[src/design/blc_pkg.sv]
// Shared types, constants and helpers of the likelihood combiner.
package blc_pkg;

   localparam int MAX_DETECTORS  = 8;
   localparam int MAX_HYPOTHESES = 4;
   localparam int FRAC_BITS      = 16;
   localparam int NUM_PRIORS     = 4;
   localparam int HYP_LIMIT      = (MAX_HYPOTHESES < NUM_PRIORS) ? MAX_HYPOTHESES : NUM_PRIORS;

   // Field widths
   localparam int OP_W       = 2;
   localparam int DET_W      = 3;
   localparam int HYP_W      = 2;
   localparam int VAL_W      = FRAC_BITS + 1;
   localparam int ND_W       = 4;
   localparam int NP_W       = 3;
   localparam int CSR_IDX_W  = 3;
   localparam int CSR_DATA_W = 17;
   localparam int REQ_DATA_W = 24;
   localparam int RSP_DATA_W = 24;

   localparam int TBL_DEPTH  = MAX_DETECTORS * MAX_HYPOTHESES;
   localparam int TBL_AW     = $clog2(TBL_DEPTH);
   localparam int PROD_W     = 2 * VAL_W;
   localparam int WGT_W      = 2 * VAL_W - 1;
   localparam int SUM_W      = WGT_W + $clog2(NUM_PRIORS);
   localparam int DIV_CNT_W  = $clog2(FRAC_BITS + 1);

   localparam logic [VAL_W-1:0] ONE_FX = VAL_W'(1) << FRAC_BITS;

   typedef enum logic [OP_W-1:0] {
      OP_STORE   = 2'd0,
      OP_COMBINE = 2'd1,
      OP_CLEAR   = 2'd2
   } op_type;

   typedef enum logic [CSR_IDX_W-1:0] {
      REG_NUM_DET  = 3'd0,
      REG_NUM_PART = 3'd1,
      REG_PRIOR_0  = 3'd2,
      REG_PRIOR_1  = 3'd3,
      REG_PRIOR_2  = 3'd4,
      REG_PRIOR_3  = 3'd5
   } csr_reg_type;

   typedef enum logic [2:0] {
      S_IDLE,
      S_PSTART,
      S_RD,
      S_MUL,
      S_WGT,
      S_EMIT,
      S_DIV,
      S_OUT
   } state_type;

   typedef struct packed {
      logic              en;
      logic [TBL_AW-1:0] addr;
      logic [VAL_W-1:0]  data;
   } tbl_wr_type;

   typedef struct packed {
      logic             start;
      logic [SUM_W-1:0] num;
      logic [SUM_W-1:0] den;
   } div_req_type;

   function automatic logic [VAL_W-1:0] sat_one(input logic [VAL_W-1:0] v);
      return (v > ONE_FX) ? ONE_FX : v;
   endfunction

   function automatic logic [TBL_AW-1:0] tbl_addr(input logic [DET_W-1:0] d,
                                                  input logic [HYP_W-1:0] h);
      return TBL_AW'(int'(d) * MAX_HYPOTHESES + int'(h));
   endfunction

endpackage

[src/design/blc_table.sv]
// Likelihood table: synchronous memory with per-entry valid bits; invalid entries read as zero.
module blc_table (
   input  logic                       clock,
   input  logic                       reset,
   input  blc_pkg::tbl_wr_type        wr,
   input  logic                       clr,
   input  logic                       rd_en,
   input  logic [blc_pkg::TBL_AW-1:0] rd_addr,
   output logic [blc_pkg::VAL_W-1:0]  rd_data
);
   import blc_pkg::*;

   logic [VAL_W-1:0]     mem [TBL_DEPTH];
   logic [VAL_W-1:0]     mem_q_ff;
   logic [TBL_DEPTH-1:0] valid_ff, valid_in;
   logic                 hit_ff, hit_in;

   always_ff @(posedge clock) begin
      if (wr.en) begin
         mem[wr.addr] <= wr.data;
      end
      if (rd_en) begin
         mem_q_ff <= mem[rd_addr];
      end
   end

   always_comb begin
      valid_in = valid_ff;
      if (clr) begin
         valid_in = '0;
      end else if (wr.en) begin
         valid_in[wr.addr] = 1'b1;
      end
      hit_in = rd_en ? valid_ff[rd_addr] : hit_ff;
   end

   always_ff @(posedge clock) begin
      if (reset) begin
         valid_ff <= '0;
         hit_ff   <= 1'b0;
      end else begin
         valid_ff <= valid_in;
         hit_ff   <= hit_in;
      end
   end

   // never-written or cleared entries read as zero
   assign rd_data = hit_ff ? mem_q_ff : '0;

endmodule

[src/design/blc_div.sv]
// Restoring divider, one quotient bit a cycle, giving floor(num * 1.0 / den).
module blc_div (
   input  logic                      clock,
   input  logic                      reset,
   input  blc_pkg::div_req_type      req,
   output logic                      done,
   output logic [blc_pkg::VAL_W-1:0] quot
);
   import blc_pkg::*;

   logic [SUM_W-1:0]     rem_ff, den_ff;
   logic [VAL_W-1:0]     quot_ff;
   logic [DIV_CNT_W-1:0] cnt_ff;
   logic                 busy_ff, done_ff;
   logic [SUM_W:0]       rem_sh;
   logic                 step_ge, first_ge;
   logic [SUM_W-1:0]     rem_nx;

   always_comb begin
      rem_sh   = {rem_ff, 1'b0};
      step_ge  = rem_sh >= {1'b0, den_ff};
      rem_nx   = step_ge ? SUM_W'(rem_sh - {1'b0, den_ff}) : SUM_W'(rem_sh);
      first_ge = req.num >= req.den;
   end

   always_ff @(posedge clock) begin
      if (req.start) begin
         den_ff  <= req.den;
         rem_ff  <= first_ge ? req.num - req.den : req.num;
         quot_ff <= VAL_W'(first_ge);
      end else if (busy_ff) begin
         rem_ff  <= rem_nx;
         quot_ff <= {quot_ff[VAL_W-2:0], step_ge};
      end
   end

   always_ff @(posedge clock) begin
      if (reset) begin
         busy_ff <= 1'b0;
         done_ff <= 1'b0;
         cnt_ff  <= '0;
      end else begin
         done_ff <= 1'b0;
         if (req.start) begin
            busy_ff <= 1'b1;
            cnt_ff  <= DIV_CNT_W'(FRAC_BITS);
         end else if (busy_ff) begin
            cnt_ff <= cnt_ff - 1'b1;
            if (cnt_ff == DIV_CNT_W'(1)) begin
               busy_ff <= 1'b0;
               done_ff <= 1'b1;
            end
         end
      end
   end

   assign done = done_ff;
   assign quot = quot_ff;

endmodule

[src/design/bayes_likelihood_combiner.sv]
// Store and clear are taken in the idle state; a combine is accepted, then the products
// over P hypotheses and D detectors are formed, then each hypothesis is divided by the
// restoring divider and emitted (the divide is skipped when the weighted sum is zero).
// The table memory has one read port, read once per detector and hypothesis.
// A waiting result does not block the next item until that item's own results.
// Reset: configuration to defaults, table reads as all zero at once, no clearing pass.
module bayes_likelihood_combiner (
   input  logic                           clock,
   input  logic                           reset,
   input  logic                           req_tvalid,
   output logic                           req_tready,
   // detector_index[2:0], hypothesis_index[4:3], likelihood[21:5], zero fill
   input  logic [blc_pkg::REQ_DATA_W-1:0] req_tdata,
   // operation[1:0]
   input  logic [blc_pkg::OP_W-1:0]       req_tuser,
   output logic                           rsp_tvalid,
   input  logic                           rsp_tready,
   // result_hypothesis[1:0], posterior[18:2], zero fill
   output logic [blc_pkg::RSP_DATA_W-1:0] rsp_tdata,
   // zero_sum[0]
   output logic [0:0]                     rsp_tuser,
   output logic                           rsp_tlast,
   input  logic                           csr_wen,
   input  logic [blc_pkg::CSR_IDX_W-1:0]  csr_index,
   input  logic [blc_pkg::CSR_DATA_W-1:0] csr_wdata
);
   import blc_pkg::*;

   state_type        state_ff, state_in;

   logic [ND_W-1:0]  num_det_ff;
   logic [NP_W-1:0]  num_part_ff;
   logic [VAL_W-1:0] prior_ff [NUM_PRIORS];

   logic [ND_W-1:0]  nd_ff, nd_sat;
   logic [NP_W-1:0]  np_ff, np_sat;
   logic [HYP_W-1:0] p_ff;
   logic [DET_W-1:0] d_ff;

   logic [VAL_W-1:0] acc_ff;
   logic [SUM_W-1:0] sum_ff;
   logic [VAL_W-1:0] prod_ff [HYP_LIMIT];
   logic [WGT_W-1:0] wgt_ff  [HYP_LIMIT];
   logic [VAL_W-1:0] post_ff;

   logic             rsp_valid_ff;
   logic [HYP_W-1:0] rsp_hyp_ff;
   logic [VAL_W-1:0] rsp_post_ff;
   logic             rsp_zero_ff, rsp_last_ff;

   logic [DET_W-1:0] req_det;
   logic [HYP_W-1:0] req_hyp;
   logic [VAL_W-1:0] req_lik;
   logic             req_fire;
   op_type           req_op;

   tbl_wr_type       tbl_wr;
   logic             tbl_clr, rd_en;
   logic [TBL_AW-1:0] rd_addr;
   logic [VAL_W-1:0] rd_data;
   div_req_type      div_req;
   logic             div_done;
   logic [VAL_W-1:0] div_quot;

   logic [PROD_W-1:0] mul_full, wgt_full;
   logic              sum_zero, last_hyp, last_det, out_free, out_load;

   assign req_det  = req_tdata[DET_W-1:0];
   assign req_hyp  = req_tdata[DET_W+HYP_W-1:DET_W];
   assign req_lik  = req_tdata[DET_W+HYP_W+VAL_W-1:DET_W+HYP_W];
   assign req_op   = op_type'(req_tuser);
   assign req_fire = req_tvalid && req_tready;

   assign nd_sat   = (num_det_ff > ND_W'(MAX_DETECTORS)) ? ND_W'(MAX_DETECTORS) : num_det_ff;
   assign np_sat   = (num_part_ff > NP_W'(HYP_LIMIT)) ? NP_W'(HYP_LIMIT) : num_part_ff;
   assign sum_zero = (sum_ff == '0);
   assign last_hyp = (NP_W'(p_ff) + NP_W'(1)) == np_ff;
   assign last_det = (ND_W'(d_ff) + ND_W'(1)) == nd_ff;
   assign out_free = !rsp_valid_ff || rsp_tready;

   assign mul_full = acc_ff * rd_data;
   assign wgt_full = sat_one(prior_ff[p_ff]) * acc_ff;

   blc_table u_table (
      .clock   (clock),
      .reset   (reset),
      .wr      (tbl_wr),
      .clr     (tbl_clr),
      .rd_en   (rd_en),
      .rd_addr (rd_addr),
      .rd_data (rd_data)
   );

   blc_div u_div (
      .clock (clock),
      .reset (reset),
      .req   (div_req),
      .done  (div_done),
      .quot  (div_quot)
   );

   // next state
   always_comb begin
      state_in = state_ff;
      case (state_ff)
         S_IDLE: begin
            if (req_fire && req_op == OP_COMBINE && np_sat != '0) begin
               state_in = S_PSTART;
            end
         end
         S_PSTART: state_in = (nd_ff == '0) ? S_WGT : S_RD;
         S_RD:     state_in = S_MUL;
         S_MUL:    state_in = last_det ? S_WGT : S_RD;
         S_WGT:    state_in = last_hyp ? S_EMIT : S_PSTART;
         S_EMIT:   state_in = sum_zero ? S_OUT : S_DIV;
         S_DIV:    state_in = div_done ? S_OUT : S_DIV;
         S_OUT: begin
            if (out_free) begin
               state_in = last_hyp ? S_IDLE : S_EMIT;
            end
         end
         default:  state_in = S_IDLE;
      endcase
   end

   // outputs of the sequencer
   always_comb begin
      req_tready   = 1'b0;
      tbl_wr.en    = 1'b0;
      tbl_wr.addr  = tbl_addr(req_det, req_hyp);
      tbl_wr.data  = sat_one(req_lik);
      tbl_clr      = 1'b0;
      rd_en        = 1'b0;
      rd_addr      = tbl_addr(d_ff, p_ff);
      div_req.start = 1'b0;
      div_req.num  = SUM_W'(wgt_ff[p_ff]);
      div_req.den  = sum_ff;
      out_load     = 1'b0;
      case (state_ff)
         S_IDLE: begin
            req_tready = 1'b1;
            if (req_tvalid) begin
               case (req_op)
                  OP_STORE: begin
                     tbl_wr.en = (int'(req_det) < MAX_DETECTORS) &&
                                 (int'(req_hyp) < MAX_HYPOTHESES);
                  end
                  OP_CLEAR: tbl_clr = 1'b1;
                  default:  ;
               endcase
            end
         end
         S_RD:    rd_en = 1'b1;
         S_EMIT:  div_req.start = !sum_zero;
         S_OUT:   out_load = out_free;
         default: ;
      endcase
   end

   // control registers
   always_ff @(posedge clock) begin
      if (reset) begin
         state_ff <= S_IDLE;
         p_ff     <= '0;
         d_ff     <= '0;
         nd_ff    <= '0;
         np_ff    <= '0;
      end else begin
         state_ff <= state_in;
         case (state_ff)
            S_IDLE: begin
               if (req_fire && req_op == OP_COMBINE) begin
                  p_ff  <= '0;
                  nd_ff <= nd_sat;
                  np_ff <= np_sat;
               end
            end
            S_PSTART: d_ff <= '0;
            S_MUL:    d_ff <= d_ff + 1'b1;
            S_WGT:    p_ff <= last_hyp ? '0 : p_ff + 1'b1;
            S_OUT: begin
               if (out_free) begin
                  p_ff <= p_ff + 1'b1;
               end
            end
            default: ;
         endcase
      end
   end

   // datapath
   always_ff @(posedge clock) begin
      case (state_ff)
         S_IDLE: begin
            if (req_fire && req_op == OP_COMBINE) begin
               sum_ff <= '0;
            end
         end
         S_PSTART: acc_ff <= ONE_FX;
         S_MUL:    acc_ff <= mul_full[FRAC_BITS+VAL_W-1:FRAC_BITS];
         S_WGT: begin
            prod_ff[p_ff] <= acc_ff;
            wgt_ff[p_ff]  <= wgt_full[WGT_W-1:0];
            sum_ff        <= sum_ff + SUM_W'(wgt_full[WGT_W-1:0]);
         end
         S_EMIT: begin
            if (sum_zero) begin
               post_ff <= prod_ff[p_ff];
            end
         end
         S_DIV: begin
            if (div_done) begin
               post_ff <= sat_one(div_quot);
            end
         end
         default: ;
      endcase
   end

   // result register: hold the item until taken
   always_ff @(posedge clock) begin
      if (reset) begin
         rsp_valid_ff <= 1'b0;
      end else if (out_load) begin
         rsp_valid_ff <= 1'b1;
      end else if (rsp_tready) begin
         rsp_valid_ff <= 1'b0;
      end
   end

   always_ff @(posedge clock) begin
      if (out_load) begin
         rsp_hyp_ff  <= p_ff;
         rsp_post_ff <= post_ff;
         rsp_zero_ff <= sum_zero;
         rsp_last_ff <= last_hyp;
      end
   end

   assign rsp_tvalid = rsp_valid_ff;
   assign rsp_tdata  = RSP_DATA_W'({rsp_post_ff, rsp_hyp_ff});
   assign rsp_tuser  = rsp_zero_ff;
   assign rsp_tlast  = rsp_last_ff;

   // configuration registers
   always_ff @(posedge clock) begin
      if (reset) begin
         num_det_ff  <= ND_W'(MAX_DETECTORS);
         num_part_ff <= NP_W'(4);
         for (int i = 0; i < NUM_PRIORS; i++) begin
            prior_ff[i] <= VAL_W'(16384);
         end
      end else if (csr_wen) begin
         case (csr_reg_type'(csr_index))
            REG_NUM_DET:  num_det_ff  <= csr_wdata[ND_W-1:0];
            REG_NUM_PART: num_part_ff <= csr_wdata[NP_W-1:0];
            REG_PRIOR_0:  prior_ff[0] <= csr_wdata[VAL_W-1:0];
            REG_PRIOR_1:  prior_ff[1] <= csr_wdata[VAL_W-1:0];
            REG_PRIOR_2:  prior_ff[2] <= csr_wdata[VAL_W-1:0];
            REG_PRIOR_3:  prior_ff[3] <= csr_wdata[VAL_W-1:0];
            default: ;
         endcase
      end
   end

endmodule

[config.mk]
export PLATFORM = sky130hd
export DESIGN_NAME = bayes_likelihood_combiner
export DESIGN_NICKNAME = d
export VERILOG_FILES = /design/src/design/blc_pkg.sv /design/src/design/blc_table.sv /design/src/design/blc_div.sv /design/src/design/bayes_likelihood_combiner.sv
export SDC_FILE = /design/constraint.sdc
export NUM_CORES = 2
export LEC_CHECK = 0
export ABC_AREA = 1
export BUFFER_PORTS_ARGS = -buffer_cell sky130_fd_sc_hd__buf_2
export CAP_MARGIN = 5
export CORE_ASPECT_RATIO = 2
export CORE_MARGIN = 3
export CORE_UTILIZATION = 52
export DETAILED_ROUTE_END_ITERATION = 16
export PLACE_DENSITY = 0.67
export SLEW_MARGIN = 20
export SYNTH_ARGS = -nofsm -noshare
export SYNTH_HDL_FRONTEND = slang
export SYNTH_SLANG_ARGS = --single-unit
[constraint.sdc]
create_clock -name clock -period 8.3 [get_ports clock]
set_input_delay 0 -clock clock [delete_from_list [all_inputs] [get_ports clock]]
set_output_delay 0 -clock clock [all_outputs]
set_load 0.005 [all_outputs]
==> flow_summary.ini <==
[setup_path]
worstPathMaxFanout = 22
crit_top_cell = fa_1
worst_path_largest_cell_delay_ns = 0.60
start_kind = flop
required_ns = 8.76
path_class = reg2reg
rrSetupSlack_ns = 0.009
reg2reg_depth = 42
arrival_ns = 8.75
slowest_stage = fa_2
rr_endpoint = sum_ff[33]$_SDFFCE_PN0P_
cp-end-kind = flop

[place]
gp_congestion = 1.12
dp.cells = 9508
hpwl_mm = 205
port_buffers = 71

[drt]
detail_route.first_pass.iterations = 8
wl_met3_mm = 19.1
drtAntennaViolNets = 0
routed.top_layer = met5
drt-met1-wl_mm = 74.7
routed_via_density = 5.91
routed_wl_mm = 276
route.met2.wl_mm = 140
vias = 57880
drt_iter0_markers = 5180
wl_per_cell_um = 28.2
drc = 0

[floorplanning]
start_util_pct = 52.4
fp-row-count = 189
die_x_um = 265
io_pins = 79
core-area_sq_mm = 0.133
dieArea_sq_mm = 0.138
die_height_um = 523

[grt]
grt_remaining_overflow = 0
grt_pass1_wl_mm = 393
antenna_found_initial = 16
grt_pass1_vias = 59117
grt_usage_pct = 39.9
grt_max_degree = 174

[worst_hold_path]
hp-start = req_tdata[4]
min_path_cells = 6
hold_path_class = in2reg
min_to = u_table.valid_ff[17]$_SDFFE_PP0P_

[cts]
cts.sinks = 1071
cts_buffers = 95
h-tree-depth = 3
cts_root_buffer = clkbuf_16
tritoncts = done
clk_pin_slew_ns = 0.07
cts_buffer_depth = 3
clk_latency_ns = 0.74

[flow_run]
drv_cap = 0

[cells_and_area]
fin_nets = 8794
final_util_pct = 60.6
stdcell_count = 9787
multi_input_area_sq_mm = 0.0342
regArea_sq_mm = 0.0314
fillers = 11413
areaGrowthSynthToFinish_pct = 15.5
layout-drive-gt1-share_pct = 13.8

[logic_synthesis]
synth.most_common_cell = nand2_1
ys_ff_latch = 1071
synthFlopType = edfxtp_1
yosysWarnings = 0
synth_seq_area_share_pct = 45.1
ys_top_cells_by_count = nand2_1, inv_1, nor2_1
yosysUniqueCellTypes = 55
yosys-top-cells-area = edfxtp_1, fa_1, nand2_1, inv_1, nor2_1
synthArstFlopShare_pct = 0
synth_top_area_cell = edfxtp_1
synth_edf_count = 990
netlist_area_sq_mm = 0.0696
synth.top_cell.area_share_pct = 42.7
postSynthCellCount = 7596
synth.avg_cell_area_sq_um = 9.16

[timing]
rsz0062_at_grt = yes
finalSetupTns_ns = 0
finalHoldViolations = 0
fin_crit_ns = 8.29
finalMaxSlewViolations = 0
clock_skew_ns = 0.0464
slew_headroom_pct = 25.8
worst_slew_pin_slew_ns = 1.11
holdWs_ns = 0.0631
fmax_mhz = 121
finalSetupViolations = 0
period_share_pct = 99.9

[outcome]
status = finished, final reports clean
==> kinds of logic (layout without fill, tap and decap cells) <==
| logic type | after synthesis | after routing | synth area share (%) |
|---|---|---|---|
| flops | 1071 | 1071 | 45.1 |
| compound gates | 1050 | 1050 | 8.89 |
| buf+inv | 1547 | 2007 | 8.53 |
| simple gates | 3089 | 3089 | 18.0 |
| xor+xnor | 76 | 76 | 0.957 |
| other cells | 1 | 13 | 0.00539 |
| fa+ha+maj | 762 | 762 | 18.5 |
==> worst max-delay path: cells and delay by family (launching register included) <==
family	cells	cell delay, ns
compound gates	1	0.19
simple gates	20	2.30
buf+inv	13	1.29
flops	1	0.46
fa+ha+maj	8	3.69
==> worst max-delay path by stage <==
stage	start	slack [ns]	endpoint
floorplan	flop	0.75	sum_ff[34]$_SDFFCE_PN0P_
finish	flop	0.009	sum_ff[33]$_SDFFCE_PN0P_
global route	flop	-0.28	sum_ff[21]$_SDFFCE_PN0P_
detailed placement	flop	-0.67	sum_ff[33]$_SDFFCE_PN0P_
CTS	flop	-0.02	sum_ff[33]$_SDFFCE_PN0P_
global placement	flop	-0.60	sum_ff[33]$_SDFFCE_PN0P_
==> layout by cell type, fill, tap and decap left out, drive strengths merged, types with 3 or more instances in the layout <==
master / count
a21oi: 305
o221ai: 110
dfxtp: 81
o21ai: 438
a32oi: 32
nor3: 41
xor2: 34
nand2: 1452
nor4: 16
clkinv: 50
and2: 8
clkbuf: 123
xnor2: 42
nand4: 72
ha: 315
o22ai: 33
nand3: 420
nand3b: 16
inv: 1220
o21a: 16
diode: 8
nor2: 1054
a32o: 3
a21o: 16
fa: 447
a21boi: 8
o211ai: 12
or2: 6
clkinvlp: 7
a31oi: 19
o21bai: 23
bufinv: 9
a22oi: 6
a31o: 13
conb: 5
a221oi: 13
dlygate4sd3: 53
buf: 544
edfxtp: 990
==> through the flow <==
| step | area [sq um] | worst slack, ns |
|---|---|---|
| global route | 80400 | -0.281 |
| detailed placement | 74400 | -0.665 |
| global placement | 74400 | -0.604 |
| floorplan | 69600 | 0.746 |
| CTS | 78300 | -0.0168 |
| finish | 80400 | 0.00881 |
==> sequential cells by signal (all words and copies together), names as in the netlist, 5 cells and up, named ones only <==
signal and count:
u_div.cnt_ff 5, acc_ff 17, u_table.mem 544, rsp_post_ff 17, u_table.mem_q_ff 17, u_table.valid_ff 32, u_div.den_ff 35, prior_ff 68
u_div.quot 17, u_div.rem_ff 35, wgt_ff 132, prod_ff 68, post_ff 17, sum_ff 35
==> timing repair <==
item | CTS | global route
resized for setup | 44 | 378
setup buffers | 4 | 28
setup endpoints to repair | 22 | 25
hold endpoints to repair | 614 | 0
cloned | 1 | 6
pin swaps | 14 | 109
hold buffers | 53 | 0
==> per-layer routing <==
layer  up-vias  GRT usage, %
met5         -             0
met4         8          47.5
met3      1375          9.46
met2      2870          70.8
met1     27975          33.3
li1      25652             -
==> area by class of cell <==
type / count / area share (%)
antenna: 8 / 0.0249
clock inverter: 59 / 0.830
tap: 1719 / 2.68
inverter: 1227 / 5.76
timing repair buffer: 604 / 6.09
sequential: 1071 / 39.0
multi-input combinational: 4982 / 42.5
clock buffer: 117 / 3.11
Power is not shown: default switching activity piles up to over one toggle a cycle in this logic, so the estimate is an artifact.
